==> config.mk <==
export PLATFORM = sky130hd
export DESIGN_NAME = tsb_addr
export DESIGN_NICKNAME = d
export VERILOG_FILES = /design/src/design/tsb_pkg.sv /design/src/design/tsb_addr.sv
export SDC_FILE = /design/constraint.sdc
export NUM_CORES = 1
export LEC_CHECK = 0
export BUFFER_PORTS_ARGS = -buffer_cell sky130_fd_sc_hd__buf_4
export CORE_MARGIN = 2
export CORE_UTILIZATION = 44
export DETAILED_ROUTE_END_ITERATION = 10
export SKIP_LAST_GASP = 1
export SLEW_MARGIN = 25
export SYNTH_ARGS = -nofsm -noshare
export SYNTH_HDL_FRONTEND = slang
export SYNTH_SLANG_ARGS = --single-unit
==> constraint.sdc <==
create_clock -name clk -period 5.4 [get_ports clk]
set_input_delay 0.81 -clock clk [delete_from_list [all_inputs] [get_ports clk]]
set_output_delay 0.81 -clock clk [all_outputs]
set_load 0.01 [all_outputs]
==> src/design/tsb_pkg.sv <==
// Shared types, constants and helper functions for the texture sampler.
package tsb_pkg;

    localparam int MAX_DIM   = 256;
    localparam int FRAC_BITS = 16;
    localparam int DIM_W     = 9;
    localparam int IDX_W     = 8;
    localparam int ADDR_W    = 16;
    localparam int COORD_W   = FRAC_BITS + 1;
    localparam int POS_W     = COORD_W + IDX_W;
    localparam int TEXEL_W   = 32;
    localparam int CHAN_W    = 8;
    localparam int CHANS     = 4;
    localparam int HORZ_W    = CHAN_W + FRAC_BITS + 1;
    localparam int ACC_W     = HORZ_W + COORD_W;

    localparam logic [COORD_W-1:0] ONE_Q = COORD_W'(1) << FRAC_BITS;

    localparam logic OP_WRITE  = 1'b0;
    localparam logic OP_SAMPLE = 1'b1;

    localparam logic REG_TEX_WIDTH  = 1'b0;
    localparam logic REG_TEX_HEIGHT = 1'b1;

    // Input item.
    typedef struct packed {
        logic                opcode;
        logic [ADDR_W-1:0]   texel_index;
        logic [CHAN_W-1:0]   in_red;
        logic [CHAN_W-1:0]   in_green;
        logic [CHAN_W-1:0]   in_blue;
        logic [CHAN_W-1:0]   in_alpha;
        logic [COORD_W-1:0]  coord_u;
        logic [COORD_W-1:0]  coord_v;
        logic                use_nearest;
    } in_t;

    // Result item.
    typedef struct packed {
        logic [CHAN_W-1:0] out_red;
        logic [CHAN_W-1:0] out_green;
        logic [CHAN_W-1:0] out_blue;
        logic [CHAN_W-1:0] out_alpha;
    } out_t;

    // Request from the address stages to the texel store.
    typedef struct packed {
        logic                 valid;
        logic                 opcode;
        logic [ADDR_W-1:0]    waddr;
        logic [TEXEL_W-1:0]   wdata;
        logic [ADDR_W-1:0]    a00;
        logic [ADDR_W-1:0]    a10;
        logic [ADDR_W-1:0]    a01;
        logic [ADDR_W-1:0]    a11;
        logic [FRAC_BITS-1:0] fx;
        logic [FRAC_BITS-1:0] fy;
    } mem_req_t;

    // Fetched texels handed to the filter stages.
    typedef struct packed {
        logic                 valid;
        logic                 zero;
        logic [FRAC_BITS-1:0] fx;
        logic [FRAC_BITS-1:0] fy;
        logic [TEXEL_W-1:0]   t00;
        logic [TEXEL_W-1:0]   t10;
        logic [TEXEL_W-1:0]   t01;
        logic [TEXEL_W-1:0]   t11;
    } filt_req_t;

    // A dimension of zero acts as one, and one above the maximum as the maximum.
    function automatic logic [DIM_W-1:0] eff_dim(input logic [DIM_W-1:0] d);
        logic [DIM_W-1:0] r;
        r = d;
        if (d == '0)
        begin
            r = DIM_W'(1);
        end
        else if (d > DIM_W'(MAX_DIM))
        begin
            r = DIM_W'(MAX_DIM);
        end
        return r;
    endfunction

    // Clamp a texel index to the last texel of a dimension.
    function automatic logic [IDX_W-1:0] clamp_idx(input logic [DIM_W:0] i,
                                                   input logic [DIM_W-1:0] dim);
        logic [DIM_W:0] lim;
        lim = {1'b0, dim} - (DIM_W+1)'(1);
        return (i > lim) ? lim[IDX_W-1:0] : i[IDX_W-1:0];
    endfunction

endpackage

==> src/design/tsb_addr.sv <==
// Coordinate scaling, index clamping and texel address stages.
module tsb_addr (
    input  logic                    clk,
    input  logic                    rst_n,
    input  logic                    en,
    input  logic                    in_valid,
    input  tsb_pkg::in_t            in_data,
    input  logic [tsb_pkg::DIM_W-1:0] tex_width,
    input  logic [tsb_pkg::DIM_W-1:0] tex_height,
    output tsb_pkg::mem_req_t       req
);

    logic [tsb_pkg::DIM_W-1:0] w_eff;
    logic [tsb_pkg::DIM_W-1:0] h_eff;

    // Stage 1: input register.
    logic         v1_reg;
    tsb_pkg::in_t item1_reg;

    // Stage 2: scaled positions.
    logic                        v2_reg;
    logic                        op2_reg;
    logic                        near2_reg;
    logic [tsb_pkg::ADDR_W-1:0]  idx2_reg;
    logic [tsb_pkg::TEXEL_W-1:0] tex2_reg;
    logic [tsb_pkg::POS_W-1:0]   px2_reg;
    logic [tsb_pkg::POS_W-1:0]   py2_reg;
    logic [tsb_pkg::POS_W-1:0]   px_next;
    logic [tsb_pkg::POS_W-1:0]   py_next;

    // Stage 3: clamped texel coordinates and fractions.
    logic                          v3_reg;
    logic                          op3_reg;
    logic [tsb_pkg::ADDR_W-1:0]    idx3_reg;
    logic [tsb_pkg::TEXEL_W-1:0]   tex3_reg;
    logic [tsb_pkg::IDX_W-1:0]     x0_reg, x1_reg, y0_reg, y1_reg;
    logic [tsb_pkg::FRAC_BITS-1:0] fx3_reg, fy3_reg;
    logic [tsb_pkg::IDX_W-1:0]     x0_next, x1_next, y0_next, y1_next;
    logic [tsb_pkg::FRAC_BITS-1:0] fx_next, fy_next;
    logic [tsb_pkg::POS_W:0]       pxr, pyr;
    logic [tsb_pkg::DIM_W:0]       xi, yi;

    // Stage 4: linear addresses.
    tsb_pkg::mem_req_t req_reg;
    tsb_pkg::mem_req_t req_next;

    assign w_eff = tsb_pkg::eff_dim(tex_width);
    assign h_eff = tsb_pkg::eff_dim(tex_height);

    // Scale the coordinates by the last texel index.
    always_comb
    begin
        px_next = tsb_pkg::POS_W'(item1_reg.coord_u
                  * tsb_pkg::IDX_W'(w_eff - tsb_pkg::DIM_W'(1)));
        py_next = tsb_pkg::POS_W'(item1_reg.coord_v
                  * tsb_pkg::IDX_W'(h_eff - tsb_pkg::DIM_W'(1)));
    end

    // Nearest picks one rounded texel with zero fractions; bilinear takes floor and floor+1.
    always_comb
    begin
        pxr = {1'b0, px2_reg} + (tsb_pkg::POS_W+1)'(1 << (tsb_pkg::FRAC_BITS - 1));
        pyr = {1'b0, py2_reg} + (tsb_pkg::POS_W+1)'(1 << (tsb_pkg::FRAC_BITS - 1));
        xi  = {1'b0, px2_reg[tsb_pkg::POS_W-1:tsb_pkg::FRAC_BITS]};
        yi  = {1'b0, py2_reg[tsb_pkg::POS_W-1:tsb_pkg::FRAC_BITS]};
        if (near2_reg)
        begin
            x0_next = tsb_pkg::clamp_idx(pxr[tsb_pkg::POS_W:tsb_pkg::FRAC_BITS], w_eff);
            y0_next = tsb_pkg::clamp_idx(pyr[tsb_pkg::POS_W:tsb_pkg::FRAC_BITS], h_eff);
            x1_next = x0_next;
            y1_next = y0_next;
            fx_next = '0;
            fy_next = '0;
        end
        else
        begin
            x0_next = tsb_pkg::clamp_idx(xi, w_eff);
            y0_next = tsb_pkg::clamp_idx(yi, h_eff);
            x1_next = tsb_pkg::clamp_idx(xi + (tsb_pkg::DIM_W+1)'(1), w_eff);
            y1_next = tsb_pkg::clamp_idx(yi + (tsb_pkg::DIM_W+1)'(1), h_eff);
            fx_next = px2_reg[tsb_pkg::FRAC_BITS-1:0];
            fy_next = py2_reg[tsb_pkg::FRAC_BITS-1:0];
        end
    end

    // Linear addresses y*width+x, modulo the store depth.
    always_comb
    begin
        req_next.valid  = v3_reg;
        req_next.opcode = op3_reg;
        req_next.waddr  = idx3_reg;
        req_next.wdata  = tex3_reg;
        req_next.a00    = tsb_pkg::ADDR_W'(y0_reg * w_eff + x0_reg);
        req_next.a10    = tsb_pkg::ADDR_W'(y0_reg * w_eff + x1_reg);
        req_next.a01    = tsb_pkg::ADDR_W'(y1_reg * w_eff + x0_reg);
        req_next.a11    = tsb_pkg::ADDR_W'(y1_reg * w_eff + x1_reg);
        req_next.fx     = fx3_reg;
        req_next.fy     = fy3_reg;
    end

    // Valid bits of the address stages and the request register.
    always_ff @(posedge clk or negedge rst_n)
    begin
        if (!rst_n)
        begin
            v1_reg  <= 1'b0;
            v2_reg  <= 1'b0;
            v3_reg  <= 1'b0;
            req_reg <= '0;
        end
        else if (en)
        begin
            v1_reg  <= in_valid;
            v2_reg  <= v1_reg;
            v3_reg  <= v2_reg;
            req_reg <= req_next;
        end
    end

    // Payload of the address stages.
    always_ff @(posedge clk)
    begin
        if (en)
        begin
            item1_reg <= in_data;
            op2_reg   <= item1_reg.opcode;
            near2_reg <= item1_reg.use_nearest;
            idx2_reg  <= item1_reg.texel_index;
            tex2_reg  <= {item1_reg.in_alpha, item1_reg.in_blue,
                          item1_reg.in_green, item1_reg.in_red};
            px2_reg   <= px_next;
            py2_reg   <= py_next;
            op3_reg   <= op2_reg;
            idx3_reg  <= idx2_reg;
            tex3_reg  <= tex2_reg;
            x0_reg    <= x0_next;
            x1_reg    <= x1_next;
            y0_reg    <= y0_next;
            y1_reg    <= y1_next;
            fx3_reg   <= fx_next;
            fy3_reg   <= fy_next;
        end
    end

    assign req = req_reg;

endmodule

==> flow_summary.ini <==
[status]
outcome = complete, but fails checks
violations = negative setup slack

[synth]
synth_flop_cell = edfxtp_1
synth.area.top_cells = edfxtp_1, fa_1, dfrtp_1, ha_1, and2_1
synth_edf_count = 297
async_reset_ff_frac = 0.334
syn_avg_cell_area_um2 = 11.3
netlist.area_leader.share = 0.275
ys_seq_area_frac = 0.391
synth_cell_types = 77
synth_warnings = 0
syn-cell-area_mm2 = 0.0324
ys_seq_elements = 446
synth_top_area_cell = edfxtp_1
postSynthCellCount = 2860

[critical_path]
worstSetupStartpointType = input pin
critical_path_class = input pin to register
reg2reg_depth = 18
crit_required_ps = 5750
end_kind = register
worstPathMaxFanout = 4
crit_arrival_ps = 6060

[sta]
rsz0062_at_grt = true
slew_headroom = 0.344
skew_ps = 28.5
layout_setup_ws_ps = -305
timing.final.crit_share = 1.06
hold_viol_final = 0
tightest_slew_ps = 984
setup_violations = 16
max_freq_ghz = 0.175
slew_violations = 0
min_period_ps = 5700

[place]
io_buffers = 251
dp_slack_ps = -1260
dpl_cell_area_mm2 = 0.0377
routabilityCongestion = 0.881
dp_hpwl_um = 57000

[clock_tree]
cts_root_buf = clkbuf_16
numCtsBuffers = 51
clock_latency_ps = 620
ctsLongestPathBuffers = 3
cts.sinks = 446
hold_buffers = 0
h-tree-depth = 2
cts_tree = built
clkTransAtPathRegs_ps = 60

[drt]
wl_per_cell_um = 17.1
drt-pass1-iter-count = 5
via_per_inst = 5.01
wirelength_um = 75500
vias = 22106
antenna_left = 0
drt-initial-drc-count = 1074
route.detailed.drc = 0

[grt]
grt_pass1_wl_um = 120000
grt_pass1_vias = 23189
grt_max_degree = 150
track_usage = 0.197
grt-ovfl-total = 0
antenna_found_initial = 0

[finish]
drive_gt1_frac = 0.294
largest_register_ffs = 146
final_area_mm2 = 0.0409
area_growth_pct = 26.4
nets = 4036
seq_area_mm2 = 0.0126
fillCellCount = 6175
antennaDiodeCount = 0
multi_input_area_mm2 = 0.0193

[floorplan]
initial_utilization = 0.444
die_x_um = 275
row_count = 99
ios = 252
dieArea_mm2 = 0.0758
coreArea_mm2 = 0.0730
die_height_um = 275

[worst_hold_path]
hold_class = input pin to async pin

[run]
maxCapViolations = 0
-- cell usage after synthesis, drive strengths merged (17+ instances only) --
cell	count
nand4	24
fa	266
mux2	124
nand2	177
ha	256
o21a	17
a21oi	118
nand3	35
nand2b	36
nor2b	66
xor2	51
clkbuf	88
o21ai	59
xnor2	96
a21o	43
mux2i	44
nor2	112
nor3	24
inv	366
and2	274
edfxtp	297
dfrtp	149
-- worst max-delay path: stages --
cell	delay, ps
buf_6	100
nor4_4	360
a21oi_2	110
nor2_2	140
inv_2	60
ha_4	170
nor3b_4	150
xor2_2	170
buf_4	160
buf_6	110
and2_4	140
fa_1	480
inv_1	50
fa_1	470
fa_1	510
fa_1	550
inv_2	50
ha_4	290
nand3_4	80
or2_4	260
buf_6	120
o21bai_4	140
a311o_1	230
a31o_1	160
a21oi_2	60
xnor2_1	120
-- metal layers --
metal | up-vias | track usage | part of all wire
met5 | - | 0 | 0
met4 | 0 | 0.0475 | 0.018
met3 | 90 | 0.0251 | 0.039
met2 | 386 | 0.347 | 0.50
met1 | 11011 | 0.259 | 0.44
li1 | 10619 | - | -
-- cell families after synthesis --
logic type               after synthesis  synth area share
XOR/XNOR                             147            0.0402
multiplexers                         168            0.0567
flip-flops                           446             0.391
buffers and inverters                464            0.0538
adder cells (fa/ha/maj)              522             0.263
AND/OR/NAND/NOR                      788             0.130
other                                  1          0.000116
AO/OA/AOI/OAI                        324            0.0651
-- cell type report --
type | count | area share
clock buffer | 64 | 0.0326
clock inverter | 32 | 0.00951
inverter | 366 | 0.0336
multi-input combinational | 1953 | 0.471
sequential | 446 | 0.309
tap | 959 | 0.0293
timing repair buffer | 590 | 0.115
-- path summary, 6_finish.rpt --
check	slack (ps)	to	from
max in group asynchronous	4400	req[10]	rst_n
setup / recovery	-300	px2_reg[24]	tex_width[6]
setup reg to reg	280	req[95]	y0_reg[4]
hold / removal	300	req[143]	rst_n
hold reg to reg	420	near2_reg	item1_reg[0]
min in group clk	360	item1_reg[1]	in_data[1]
-- cells in the final DEF (no fill, tap or decap), types with 8 or more instances in the layout --
| cell type | instances |
|---|---|
| clkinv_2 | 8 |
| a21oi_2 | 24 |
| mux2i_1 | 44 |
| ha_1 | 227 |
| o21ai_2 | 9 |
| nand2_1 | 169 |
| buf_4 | 543 |
| inv_2 | 18 |
| clkbuf_1 | 12 |
| nor2_2 | 8 |
| o21a_1 | 16 |
| nand3_1 | 30 |
| o21bai_1 | 12 |
| a21o_1 | 40 |
| inv_1 | 348 |
| nand2_2 | 8 |
| ha_4 | 28 |
| buf_6 | 32 |
| nor2b_1 | 61 |
| edfxtp_1 | 297 |
| and2_4 | 28 |
| and2_1 | 246 |
| nor3_1 | 17 |
| nand4_1 | 23 |
| fa_2 | 10 |
| nor2_1 | 102 |
| o21ai_0 | 31 |
| nand2b_1 | 34 |
| dfrtp_1 | 149 |
| xor2_1 | 48 |
| a21oi_1 | 87 |
| xnor2_1 | 87 |
| buf_12 | 8 |
| clkbuf_16 | 52 |
| o211ai_1 | 12 |
| mux2_2 | 122 |
| fa_1 | 256 |
| o21ai_1 | 12 |
-- per-stage QoR --
step / utilization / TNS [ps] / cells / hold WS [ps]
detailed placement: 0.516 / -46650 / 4257 / 405
finish: 0.561 / -2320 / 4410 / 302
CTS: 0.552 / -2770 / 4390 / 315
floorplan: - / -15390 / 2863 / 400
global route: 0.561 / -8690 / 4410 / 323
global placement: 0.516 / -43410 / 4257 / 400
-- timing repair --
item / in CTS / in global routing
setup buffers: 40 / 22
endpoints found under the setup margin: 39 / 59
pin swaps: 74 / 99
resized for setup: 125 / 107
cloned: 1 / 3
Power is left out: the tool's default activity adds up to more than one toggle a clock period on the data nets, which glitch-free logic cannot reach.
